--- config.mk ---
export PLATFORM = sky130hd
export DESIGN_NAME = serial_frame_display_controller
export DESIGN_NICKNAME = d
export VERILOG_FILES = /design/src/rtl/sfdc_pkg.sv /design/src/rtl/sfdc_front.sv /design/src/rtl/sfdc_queue.sv /design/src/rtl/sfdc_back.sv /design/src/rtl/serial_frame_display_controller.sv
export VERILOG_INCLUDE_DIRS = /design/src /design/src/rtl
export SDC_FILE = /design/constraint.sdc
export NUM_CORES = 1
export LEC_CHECK = 0
export BUFFER_PORTS_ARGS = -buffer_cell sky130_fd_sc_hd__buf_4
export CAP_MARGIN = 20
export CORE_ASPECT_RATIO = 0.8
export CORE_MARGIN = 4
export CORE_UTILIZATION = 35
export CTS_CLUSTER_SIZE = 25
export DETAILED_ROUTE_END_ITERATION = 6
export PLACE_DENSITY = 0.59
export SETUP_SLACK_MARGIN = 0.02
export SLEW_MARGIN = 20
export SYNTH_ARGS = -nofsm -noshare
export SYNTH_HDL_FRONTEND = slang
export SYNTH_SLANG_ARGS = --single-unit
--- constraint.sdc ---
create_clock -name i_clk -period 10.2 [get_ports i_clk]
set_input_delay 1.02 -clock i_clk [delete_from_list [all_inputs] [get_ports i_clk]]
set_output_delay 1.02 -clock i_clk [all_outputs]
set_load 0.05 [all_outputs]
--- src/rtl/assert_macros.svh ---
// Assertion helpers shared by the RTL; every user clocks on i_clk and resets on i_rst_n.
`ifndef ASSERT_MACROS_SVH
`define ASSERT_MACROS_SVH

// Check that cons holds whenever ante holds.
`define SFDC_ASSERT_IMP(lbl, ante, cons) \
    lbl: assert property (@(posedge i_clk) disable iff (!i_rst_n) (ante) |-> (cons)) \
        else $error("implication check failed");

// Check that cond never holds.
`define SFDC_ASSERT_NEVER(lbl, cond) \
    lbl: assert property (@(posedge i_clk) disable iff (!i_rst_n) !(cond)) \
        else $error("forbidden condition seen");

`endif

--- src/rtl/sfdc_pkg.sv ---
package sfdc_pkg;

    localparam int FRAME_LEN   = 9;
    localparam int BODY_LEN    = 7;
    localparam int NUM_DIGITS  = 5;
    localparam int QUEUE_DEPTH = 2;
    localparam int POS_W       = 4;
    localparam int SCAN_W      = 3;
    localparam int SLOT_W      = 3;

    localparam logic [7:0] HDR_BYTE         = 8'h7E;
    localparam logic [7:0] END_BYTE         = 8'h7F;
    localparam logic [7:0] CMD_SHOW         = 8'h30;
    localparam logic [7:0] CMD_ASK          = 8'h32;
    localparam logic [7:0] CMD_ANSWER       = 8'h31;
    localparam logic [7:0] CHAR_ZERO        = 8'h30;
    localparam logic [7:0] STATION_ID_RESET = 8'd57;

    // Request and result kinds
    localparam logic REQ_BYTE     = 1'b0;
    localparam logic REQ_SCAN     = 1'b1;
    localparam logic KIND_TX      = 1'b0;
    localparam logic KIND_DISPLAY = 1'b1;

    // Byte positions within a frame
    localparam logic [POS_W-1:0] POS_HDR      = 4'd0;
    localparam logic [POS_W-1:0] POS_ID       = 4'd1;
    localparam logic [POS_W-1:0] POS_CMD      = 4'd2;
    localparam logic [POS_W-1:0] POS_SENSOR_A = 4'd6;
    localparam logic [POS_W-1:0] POS_SENSOR_B = 4'd7;
    localparam logic [POS_W-1:0] POS_END      = 4'd8;

    // Body slots (frame positions 1..7)
    localparam int SLOT_ID    = 0;
    localparam int SLOT_CMD   = 1;
    localparam int SLOT_DIGIT = 2;

    // Configuration register word indexes
    localparam logic REG_STATION_ID = 1'b0;

    typedef struct packed {
        logic       req_type;
        logic [7:0] rx_byte;
        logic       sensor_a;
        logic       sensor_b;
    } t_in_word;

    typedef struct packed {
        logic       out_kind;
        logic [7:0] tx_byte;
        logic [7:0] segments;
        logic [4:0] digit_enable;
        logic       last;
    } t_out_word;

    // One queued job: a display word, or a reply to expand into a frame
    typedef struct packed {
        logic                  is_scan;
        logic [7:0]            segments;
        logic [NUM_DIGITS-1:0] digit_enable;
        logic [7:0]            id;
        logic                  sensor_a;
        logic                  sensor_b;
    } t_job;

    function automatic logic [7:0] seg_pattern(input logic [7:0] val);
        logic [7:0] pat;
        case (val)
            8'd0:    pat = 8'hfc;
            8'd1:    pat = 8'h60;
            8'd2:    pat = 8'hda;
            8'd3:    pat = 8'hf2;
            8'd4:    pat = 8'h66;
            8'd5:    pat = 8'hb6;
            8'd6:    pat = 8'hbe;
            8'd7:    pat = 8'he0;
            8'd8:    pat = 8'hfe;
            8'd9:    pat = 8'hf6;
            default: pat = 8'h00;
        endcase
        return pat;
    endfunction

    function automatic logic [7:0] reply_byte(input logic [POS_W-1:0] idx,
                                              input logic [7:0] id,
                                              input logic sa,
                                              input logic sb);
        logic [7:0] b;
        case (idx)
            POS_HDR:      b = HDR_BYTE;
            POS_ID:       b = id;
            POS_CMD:      b = CMD_ANSWER;
            POS_SENSOR_A: b = CHAR_ZERO | {7'd0, sa};
            POS_SENSOR_B: b = CHAR_ZERO | {7'd0, sb};
            POS_END:      b = END_BYTE;
            default:      b = CHAR_ZERO;
        endcase
        return b;
    endfunction

endpackage

--- src/rtl/sfdc_front.sv ---
module sfdc_front (
    input  logic             i_clk,
    input  logic             i_rst_n,
    input  logic             i_valid,
    input  sfdc_pkg::t_in_word i_word,
    input  logic             i_full,
    input  logic [7:0]       i_station_id,
    output logic             o_stall,
    output logic             o_push,
    output sfdc_pkg::t_job   o_job
);
    import sfdc_pkg::*;

    logic [POS_W-1:0]  r_pos,   n_pos;
    logic [SCAN_W-1:0] r_scan,  n_scan;
    logic [7:0]        r_body  [BODY_LEN];
    logic [7:0]        r_digit [NUM_DIGITS];
    logic [7:0]        n_digit [NUM_DIGITS];
    logic              w_accept;
    logic              w_store;
    logic [SLOT_W-1:0] w_slot;
    logic [SCAN_W-1:0] w_scan_pos;
    logic [7:0]        w_scan_val;

    assign o_stall  = i_full;
    assign w_accept = i_valid && !i_full;
    assign w_slot   = SLOT_W'(r_pos - POS_ID);

    always_comb begin
        w_scan_pos = (r_scan >= SCAN_W'(NUM_DIGITS)) ? '0 : r_scan;
        w_scan_val = 8'd0;
        for (int k = 0; k < NUM_DIGITS; k++) begin
            if (w_scan_pos == SCAN_W'(k)) begin
                w_scan_val = r_digit[k];
            end
        end
    end

    always_comb begin
        n_pos   = r_pos;
        n_scan  = r_scan;
        n_digit = r_digit;
        w_store = 1'b0;
        o_push  = 1'b0;
        o_job   = '0;
        if (w_accept) begin
            if (i_word.req_type == REQ_SCAN) begin
                o_push             = 1'b1;
                o_job.is_scan      = 1'b1;
                o_job.segments     = seg_pattern(w_scan_val);
                o_job.digit_enable = NUM_DIGITS'(1) << w_scan_pos;
                n_scan = (w_scan_pos == SCAN_W'(NUM_DIGITS - 1)) ? '0 : w_scan_pos + 1'b1;
            end else if (r_pos == POS_HDR) begin
                // resync until a header byte shows up
                n_pos = (i_word.rx_byte == HDR_BYTE) ? POS_ID : POS_HDR;
            end else if (r_pos == POS_END) begin
                n_pos = POS_HDR;
                if (i_word.rx_byte == END_BYTE && r_body[SLOT_ID] == i_station_id) begin
                    if (r_body[SLOT_CMD] == CMD_SHOW) begin
                        for (int k = 0; k < NUM_DIGITS; k++) begin
                            n_digit[k] = r_body[SLOT_DIGIT + k] - CHAR_ZERO;
                        end
                    end else if (r_body[SLOT_CMD] == CMD_ASK) begin
                        o_push         = 1'b1;
                        o_job.id       = i_station_id;
                        o_job.sensor_a = i_word.sensor_a;
                        o_job.sensor_b = i_word.sensor_b;
                    end
                end
            end else begin
                w_store = 1'b1;
                n_pos   = r_pos + 1'b1;
            end
        end
    end

    always_ff @(posedge i_clk) begin
        if (!i_rst_n) begin
            r_pos  <= POS_HDR;
            r_scan <= '0;
            for (int k = 0; k < NUM_DIGITS; k++) begin
                r_digit[k] <= 8'd0;
            end
        end else begin
            r_pos   <= n_pos;
            r_scan  <= n_scan;
            r_digit <= n_digit;
        end
    end

    always_ff @(posedge i_clk) begin
        if (w_store) begin
            r_body[w_slot] <= i_word.rx_byte;
        end
    end

endmodule

--- src/rtl/sfdc_queue.sv ---
`include "assert_macros.svh"

module sfdc_queue (
    input  logic           i_clk,
    input  logic           i_rst_n,
    input  logic           i_push,
    input  sfdc_pkg::t_job i_job,
    input  logic           i_pop,
    output logic           o_full,
    output logic           o_empty,
    output sfdc_pkg::t_job o_head
);
    import sfdc_pkg::*;

    localparam int PTR_W = $clog2(QUEUE_DEPTH);
    localparam int CNT_W = $clog2(QUEUE_DEPTH + 1);

    t_job             r_mem [QUEUE_DEPTH];
    logic [PTR_W-1:0] r_wr_ptr, r_rd_ptr;
    logic [CNT_W-1:0] r_count;

    assign o_full  = (r_count == CNT_W'(QUEUE_DEPTH));
    assign o_empty = (r_count == '0);
    assign o_head  = r_mem[r_rd_ptr];

    always_ff @(posedge i_clk) begin
        if (!i_rst_n) begin
            r_wr_ptr <= '0;
            r_rd_ptr <= '0;
            r_count  <= '0;
        end else begin
            if (i_push) begin
                r_wr_ptr <= (r_wr_ptr == PTR_W'(QUEUE_DEPTH - 1)) ? '0 : r_wr_ptr + 1'b1;
            end
            if (i_pop) begin
                r_rd_ptr <= (r_rd_ptr == PTR_W'(QUEUE_DEPTH - 1)) ? '0 : r_rd_ptr + 1'b1;
            end
            case ({i_push, i_pop})
                2'b10:   r_count <= r_count + 1'b1;
                2'b01:   r_count <= r_count - 1'b1;
                default: r_count <= r_count;
            endcase
        end
    end

    always_ff @(posedge i_clk) begin
        if (i_push) begin
            r_mem[r_wr_ptr] <= i_job;
        end
    end

    `SFDC_ASSERT_NEVER(a_count_range, r_count > CNT_W'(QUEUE_DEPTH))
    `SFDC_ASSERT_IMP(a_pop_nonempty, i_pop, r_count != '0)
    `SFDC_ASSERT_IMP(a_push_room, i_push, r_count != CNT_W'(QUEUE_DEPTH))

endmodule

--- src/rtl/sfdc_back.sv ---
`include "assert_macros.svh"

module sfdc_back (
    input  logic                i_clk,
    input  logic                i_rst_n,
    input  logic                i_empty,
    input  sfdc_pkg::t_job      i_head,
    output logic                o_pop,
    output logic                o_valid,
    input  logic                i_stall,
    output sfdc_pkg::t_out_word o_word
);
    import sfdc_pkg::*;

    logic             r_valid, n_valid;
    t_out_word        r_word,  n_word;
    logic [POS_W-1:0] r_idx,   n_idx;
    logic             w_load;

    assign w_load  = !r_valid || !i_stall;
    assign o_valid = r_valid;
    assign o_word  = r_word;

    always_comb begin
        n_valid = r_valid;
        n_word  = r_word;
        n_idx   = r_idx;
        o_pop   = 1'b0;
        if (w_load) begin
            n_valid = !i_empty;
            if (!i_empty) begin
                n_word = '0;
                if (i_head.is_scan) begin
                    n_word.out_kind     = KIND_DISPLAY;
                    n_word.segments     = i_head.segments;
                    n_word.digit_enable = i_head.digit_enable;
                    n_word.last         = 1'b1;
                    o_pop               = 1'b1;
                end else begin
                    // walk the reply frame one byte per word
                    n_word.out_kind = KIND_TX;
                    n_word.tx_byte  = reply_byte(r_idx, i_head.id,
                                                 i_head.sensor_a, i_head.sensor_b);
                    n_word.last     = (r_idx == POS_END);
                    o_pop           = (r_idx == POS_END);
                    n_idx           = (r_idx == POS_END) ? POS_HDR : r_idx + 1'b1;
                end
            end
        end
    end

    always_ff @(posedge i_clk) begin
        if (!i_rst_n) begin
            r_valid <= 1'b0;
            r_idx   <= POS_HDR;
        end else begin
            r_valid <= n_valid;
            r_idx   <= n_idx;
        end
    end

    always_ff @(posedge i_clk) begin
        r_word <= n_word;
    end

    `SFDC_ASSERT_NEVER(a_idx_range, r_idx > POS_END)
    `SFDC_ASSERT_IMP(a_idx_reply_head, r_idx != POS_HDR, !i_empty && !i_head.is_scan)
    `SFDC_ASSERT_IMP(a_display_onehot, r_valid && r_word.out_kind == KIND_DISPLAY,
        $onehot(r_word.digit_enable) && r_word.last)

endmodule

--- src/rtl/serial_frame_display_controller.sv ---
// Serial frame display controller. Each input word is either a received serial byte or a
// display scan tick. Bytes assemble 9-byte frames (0x7E, id, command, five digit characters,
// 0x7F); a frame with matching id and end byte and command '0' loads the five digits, and
// command '2' queues a 9-word reply carrying the two sensor levels sampled with the frame's
// last byte. Each scan tick yields one display word with the digit's segment pattern and a
// one-hot digit select. Rate: an input word is taken every cycle while the two-entry job
// queue has room; the output register issues one word per cycle while the output is not
// stalled, so a reply holds the output for its nine words, which sets the throughput when
// replies are back to back. An input word passes the job queue, then the output register.
// station_id sits at byte address 0 of the register port and resets to 57.
module serial_frame_display_controller (
    input  logic                i_clk,
    input  logic                i_rst_n,
    // input words
    input  logic                i_in_valid,
    output logic                o_in_stall,
    input  sfdc_pkg::t_in_word  i_in_word,
    // output words
    output logic                o_out_valid,
    input  logic                i_out_stall,
    output sfdc_pkg::t_out_word o_out_word,
    // register port
    input  logic                psel,
    input  logic                penable,
    input  logic                pwrite,
    input  logic [2:0]          paddr,
    input  logic [31:0]         pwdata,
    output logic [31:0]         prdata,
    output logic                pready
);
    import sfdc_pkg::*;

    logic [7:0] r_station_id;
    logic       w_reg_sel;
    logic       w_push, w_pop, w_full, w_empty;
    t_job       w_push_job, w_head;

    // Register port: single register, word index taken from paddr[2].
    assign pready    = 1'b1;
    assign w_reg_sel = (paddr[2] == REG_STATION_ID);
    assign prdata    = w_reg_sel ? {24'd0, r_station_id} : 32'd0;

    always_ff @(posedge i_clk) begin
        if (!i_rst_n) begin
            r_station_id <= STATION_ID_RESET;
        end else if (psel && penable && pwrite && w_reg_sel) begin
            r_station_id <= pwdata[7:0];
        end
    end

    // Front end: frame assembly, digit store, scan position; emits jobs.
    sfdc_front u_front (
        .i_clk        (i_clk),
        .i_rst_n      (i_rst_n),
        .i_valid      (i_in_valid),
        .i_word       (i_in_word),
        .i_full       (w_full),
        .i_station_id (r_station_id),
        .o_stall      (o_in_stall),
        .o_push       (w_push),
        .o_job        (w_push_job)
    );

    // Short job queue decouples the front end from a stalled output.
    sfdc_queue u_queue (
        .i_clk   (i_clk),
        .i_rst_n (i_rst_n),
        .i_push  (w_push),
        .i_job   (w_push_job),
        .i_pop   (w_pop),
        .o_full  (w_full),
        .o_empty (w_empty),
        .o_head  (w_head)
    );

    // Back end: expand jobs into output words behind an output register.
    sfdc_back u_back (
        .i_clk   (i_clk),
        .i_rst_n (i_rst_n),
        .i_empty (w_empty),
        .i_head  (w_head),
        .o_pop   (w_pop),
        .o_valid (o_out_valid),
        .i_stall (i_out_stall),
        .o_word  (o_out_word)
    );

endmodule

-- Word-level counts from Yosys, hierarchy flattened
Memories as Yosys holds them, arrays and structs flattened. A register that Yosys moved wholly into a read port is not among the register bits.
Index checks and enable logic that the tools add are counted.
- bits in latches: 0
- bits of input ports: 53
- output and inout bits: 58
- memories kept: 3
- bits in registers: 87
- bits in writable memories: 104
- bits in read-only memories: 112
- memories (memory ; depth ; bits a word ; read ports ; clocked after Yosys merged registers in ; write ports ; line ; source):
    (no name shown) ; 16 ; 7 ; 1 ; 0 ; 0 ; sfdc_pkg.sv:68 ; case (val)
    u_front.r_body ; 7 ; 8 ; 7 ; 0 ; 1 ; sfdc_front.sv:16 ; logic [7:0] r_body [BODY_LEN];
    u_queue.r_mem ; 2 ; 24 ; 1 ; 1 ; 1 ; sfdc_queue.sv:18 ; t_job r_mem [QUEUE_DEPTH];
- multiply operators: 0
- divide/modulo/power cells: 0
- shift operators: 1
- multiplexer cells: 46
- reductions and logical operators: 21
- order comparisons: 1
- add/sub/neg operators: 13
- bitwise gates (word level): 5
- eq/ne operators: 18
- operator list (kind ; count):
    10-bit 2-to-1 mux ; 6
    8-bit 2-to-1 mux ; 7
    8-bit case mux with 6 select lines ; 1
    8-bit by 6-bit subtractor with 8-bit output, second input constant ; 5
    1-bit 2-to-1 mux ; 24
    24-bit 2-to-1 mux ; 1
    8-bit by 6-bit equality test with 1-bit output, second input constant ; 2
    8-bit by 7-bit equality test with 1-bit output, second input constant ; 2
    14-bit 2-to-1 mux ; 1
    4-bit logical NOT ; 3
    4-bit 2-to-1 mux ; 3
    4-bit by 1-bit adder with 4-bit output, second input constant ; 2
    4-bit by 3-bit equality test with 1-bit output, second input constant ; 2
    4-bit equality test, second input constant ; 2
    8-bit equality test ; 1
    3-bit by 2-bit equality test with 1-bit output, second input constant ; 2
    3-bit 2-to-1 mux ; 2
    2-bit AND reduction ; 3
    6-bit AND reduction ; 1
    1-bit logical AND ; 5
    1-bit inverter ; 5
    1-bit by 3-bit << shifter with 5-bit output, first input constant ; 1
    2-bit equality test, second input constant ; 2
    4-bit by 1-bit equality test with 1-bit output, second input constant ; 1
    17 further kinds ; 21

-- Depth between registers and ports, before layout
- depth after elaboration: 12
- depth in mapped cells: 13
- gate-level depth less buffers: 12

-- By module
A second synthesis with hierarchy kept.
- cells, all modules: 711
- area, all modules: 8578.2 µm²
- modules (own cells, without submodules) (module ; times used ; seq. area each (µm²) ; cells each ; area an instance (µm²)):
    sfdc_front ; 1 ; 2622.5 ; 449 ; 4828.4
    sfdc_queue ; 1 ; 1541.5 ; 97 ; 1943.1
    sfdc_back ; 1 ; 790.8 ; 95 ; 1196.1
    serial_frame_display_controller ; 1 ; 160.2 ; 70 ; 610.6

-- Least setup slack after synthesis
OpenSTA, ideal clock, no wires.
- path kind: in2reg
- from: input port i_in_word[2] (netlist name)
- to: memory u_queue.r_mem[0][0] (netlist name) (enable)
- library setup time: 0.404 ns
- path slack: 6.720 ns
- buffers on the path: 0
- data required time: 9.796 ns
- arrival: 3.076 ns
- stages: 5
- cell sequence: nand2_1 -> or4_1 -> nor4b_1 -> o21ai_0 -> nor2_1
- word-level cells in the longest chain between the ends: 9
- RTL lines (what ; line ; source):
    start: declaration ; serial_frame_display_controller.sv:17 ; input sfdc_pkg::t_in_word i_in_word,
    8-bit by 7-bit equality test with 1-bit output ; sfdc_front.sv:58 ; if (i_word.rx_byte == END_BYTE && r_body[SLOT_ID] == i_station_id) begin
    1-bit logical AND ; sfdc_front.sv:58 ;
    1-bit 2-to-1 mux ; sfdc_front.sv:58 ;
    1-bit 2-to-1 mux ; sfdc_front.sv:56 ; end else if (r_pos == POS_END) begin
    1-bit 2-to-1 mux ; sfdc_front.sv:53 ; end else if (r_pos == POS_HDR) begin
    1-bit 2-to-1 mux ; sfdc_front.sv:47 ; if (i_word.req_type == REQ_SCAN) begin
    1-bit 2-to-1 mux ; sfdc_front.sv:46 ; if (w_accept) begin
    1-bit 2-to-1 mux ; sfdc_queue.sv:47 ; if (i_push) begin
    1-bit 2-to-1 mux (not written as such) ; sfdc_queue.sv:48 ; r_mem[r_wr_ptr] <= i_job;
    end: declaration ; sfdc_queue.sv:18 ;
Every way passes these cells.

==> metrics.txt <==
Initial Utilization 35.7%; critical path class flop to flop; max incr delay on CP 0.84 ns; CTS Sinks 189; Area Overhead vs Synth 15.4%; Hold Crit Endpoint u_front.r_digit[16]$_SDFFE_PN0P_; DR vias 4,920; worst-path maximum fanout 10; # resized after CTS 0; LEAKAGE 3.48 nW; final period demand of the worst path 3.98 ns; Setup Fix Bufs, Post-CTS 0; Die H 144 um; RSZ-0062 raised after global routing false; WP buf/inv 2; cell area after synthesis 0.00806 mm^2; yosys warns 0; Max H-tree Level 4; Synth Flop Type edfxtp_1; ys async rst share 0%; Worst Hold Depth 2; R2R Path End u_queue.r_mem[0][17]$_DFFE_PP_; top cell family by delay on the critical path simple AND/OR/NAND/NOR gates; core area 0.0226 mm^2; CP Capture Type flop; first-pass GRT wire length 25,200 um; clock transition at the registers of the reported paths 0.08 ns; remaining antenna violation count 0; HP Class flop to flop; commonest non-fill, non-tap cell in the layout edfxtp_1; filler cell count 2,206; Hold Startpoint u_front.r_digit[16]$_SDFFE_PN0P_; status complete, no violations; worst reg2reg path depth 9; GP Congestion 0.757; ant diodes 0; Pins Over Slew Limit 0; # IOs 111; synthesized instance count 672; Worst path slowest cell nor3b_1; total global routing overflow 0; IO Port Bufs 58; design area 0.00931 mm^2; peak supply drop 0.000115 V; setup violators final 0; first drt pass iteration count 4; pre-CTS setup slack 6.23 ns; Req. time, crit path 10.45 ns; total CTS buffers 17; CTS Hold Bufs 0; Fin. Hold Viols 0; max-cap viol count 0; slew at the pin closest to its max-slew limit 1.01 ns; DP Wirelength 10,500 um; clock buffer depth 2; Post-synth EDFFs 124; DR WL/cell 15.1 um; most frequent cells in the layout edfxtp_1, nand2_1, buf_4; worst setup margin 6.22 ns; pin count of the biggest net entering global routing 66; Setup TNS 0 ns; vias in the first global route 4,618; CP arrival 4.22 ns; DR vias/cell 4.69; register bit total from synthesis 189; initial antenna violation count 0; initial DRC count 404; Reg2Reg Launch Point u_front.r_scan[2]$_SDFFE_PN0P_; Clk Latency, worst-skew pair 0.43 ns; post-placement cell area 0.00873 mm^2; share of cells above drive strength 1 14.2%; Fin Clk Skew 0.0132 ns; DRC errors left 0; Yosys cell types 55; gr usage total 12.7%; routed wire length 15,800 um; fmax 0.251 GHz; Seq/Total Area, Yosys 62.3%; chip width 178 um; Cell Rows 49; Avg Synthesized Cell Area 12.0 um^2; die area 0.0255 mm^2; Final period util 39.0%; nets 806; PD cells 215 mW/mm^2; setup slack, reg-to-reg 6.22 ns; CTS tree done; Slew headroom 32.6%; worst-path cell chain nor3b_1 -> inv_1 -> ha_1 -> and3_1 -> a221oi_1 -> inv_1 -> ha_1 -> or3_1 -> a31oi_1; CP startpoint kind flop; CTS root buf clkbuf_16
state kept, by name, summed over array words and instances, names as in the netlist, named ones only:
name / count
u_front.r_body: 56
u_queue.r_mem: 46
u_front.r_digit: 40
u_back.o_word: 22
r_station_id: 8
u_back.r_idx: 4
u_front.r_pos: 4
u_front.r_scan: 3
u_queue.r_count: 2
u_back.o_valid: 1
u_queue.r_rd_ptr: 1
u_queue.r_wr_ptr: 1
per-stage QoR:
| step | hold WS (ns) | std cells | total power, W | utilization [%] |
|---|---|---|---|---|
| floorplan | 0.425 | 696 | 0.00127 | - |
| global placement | 0.437 | 1018 | 0.00139 | 38.7 |
| detailed placement | 0.439 | 1018 | 0.00139 | 38.7 |
| CTS | 0.448 | 1050 | 0.00203 | 41.2 |
| global route | 0.465 | 1050 | 0.00209 | 41.2 |
| finish | 0.449 | 1050 | 0.00201 | 41.2 |
synth_stat cells (3+ instances only):
master / n / area, um^2
edfxtp_1: 124 / 3720
nand2_1: 109 / 409
dfxtp_1: 65 / 1300
a21boi_1: 30 / 225
nor2_1: 29 / 109
buf_4: 26 / 195
ha_1: 22 / 275
mux2i_1: 22 / 220
a21oi_1: 19 / 95.1
nor2b_1: 19 / 119
xnor2_1: 17 / 149
and3_1: 16 / 100
clkbuf_1: 16 / 60.1
inv_1: 16 / 60.1
nand3_1: 12 / 60.1
o21ai_0: 12 / 60.1
nor3_1: 11 / 55.1
o211a_1: 11 / 110
a21boi_0: 10 / 75.1
and2_1: 10 / 62.6
nand2b_1: 8 / 50.1
buf_2: 5 / 25.0
or3_1: 5 / 31.3
xor2_1: 5 / 43.8
a221o_1: 4 / 40.0
a221oi_1: 4 / 35.0
nand3b_1: 3 / 22.5
nor4b_1: 3 / 26.3
or4_1: 3 / 22.5
cells by family (layout without fill, tap and decap cells):
| kind of cell | after synthesis | count (layout) | synth area share, % |
|---|---|---|---|
| flops | 189 | 189 | 62.3 |
| xor+xnor | 22 | 22 | 2.39 |
| fa+ha+maj | 22 | 22 | 3.41 |
| compound gates | 107 | 107 | 9.65 |
| mux | 22 | 22 | 2.73 |
| simple gates | 240 | 240 | 14.6 |
| buf+inv | 68 | 116 | 4.76 |
| other cells | 2 | 26 | 0.0931 |
how the worst max path moves through the flow:
stage                                              start                             end  slack, ns  cells past startpoint
after floorplan                             i_in_word[2]   u_queue.r_mem[0][0]$_DFFE_PP_       6.72                      5
after global placement    u_front.r_scan[2]$_SDFFE_PN0P_  u_queue.r_mem[0][17]$_DFFE_PP_       6.31                      9
after detailed placement  u_front.r_scan[2]$_SDFFE_PN0P_  u_queue.r_mem[1][17]$_DFFE_PP_       6.23                      9
after CTS                 u_front.r_scan[2]$_SDFFE_PN0P_  u_queue.r_mem[1][17]$_DFFE_PP_       6.20                      9
after global routing      u_front.r_scan[2]$_SDFFE_PN0P_  u_queue.r_mem[0][17]$_DFFE_PP_       5.90                      9
final                     u_front.r_scan[2]$_SDFFE_PN0P_  u_queue.r_mem[0][17]$_DFFE_PP_       6.22                      9
area by class of cell:
class	count	area (um^2)	area share, %
clock inverters	15	148	1.59
flip-flops and latches	189	5020	54.0
clock buffers	17	425	4.57
inverters	16	60.1	0.645
well taps	306	383	4.11
repair buffers	68	510	5.49
multi-input cells	439	2750	29.6
worst reg2reg max path: stages (launching register included):
cell and delay (ns):
dfxtp_1 0.39, nor3b_1 0.84, inv_1 0.20, ha_1 0.40
and3_1 0.22, a221oi_1 0.63, inv_1 0.20, ha_1 0.25
or3_1 0.39, a31oi_1 0.27
routing by layer:
metal | global-route usage (%) | vias up | wire, um
met5 | 0 | - | 0
met4 | 3.05 | 0 | 106
met3 | 2.84 | 8 | 693
met2 | 19.0 | 101 | 6810
met1 | 18.8 | 2336 | 8200
li1 | - | 2475 | -
power breakdown:
group / switching (W) / internal [W] / leakage [nW]
Clock: 0.000312 / 0.000326 / 0.279
Sequential: 0.0000233 / 0.000899 / 1.68
Combinational: 0.000314 / 0.000131 / 1.53
Note: power is estimated with default switching activity, not from simulation.
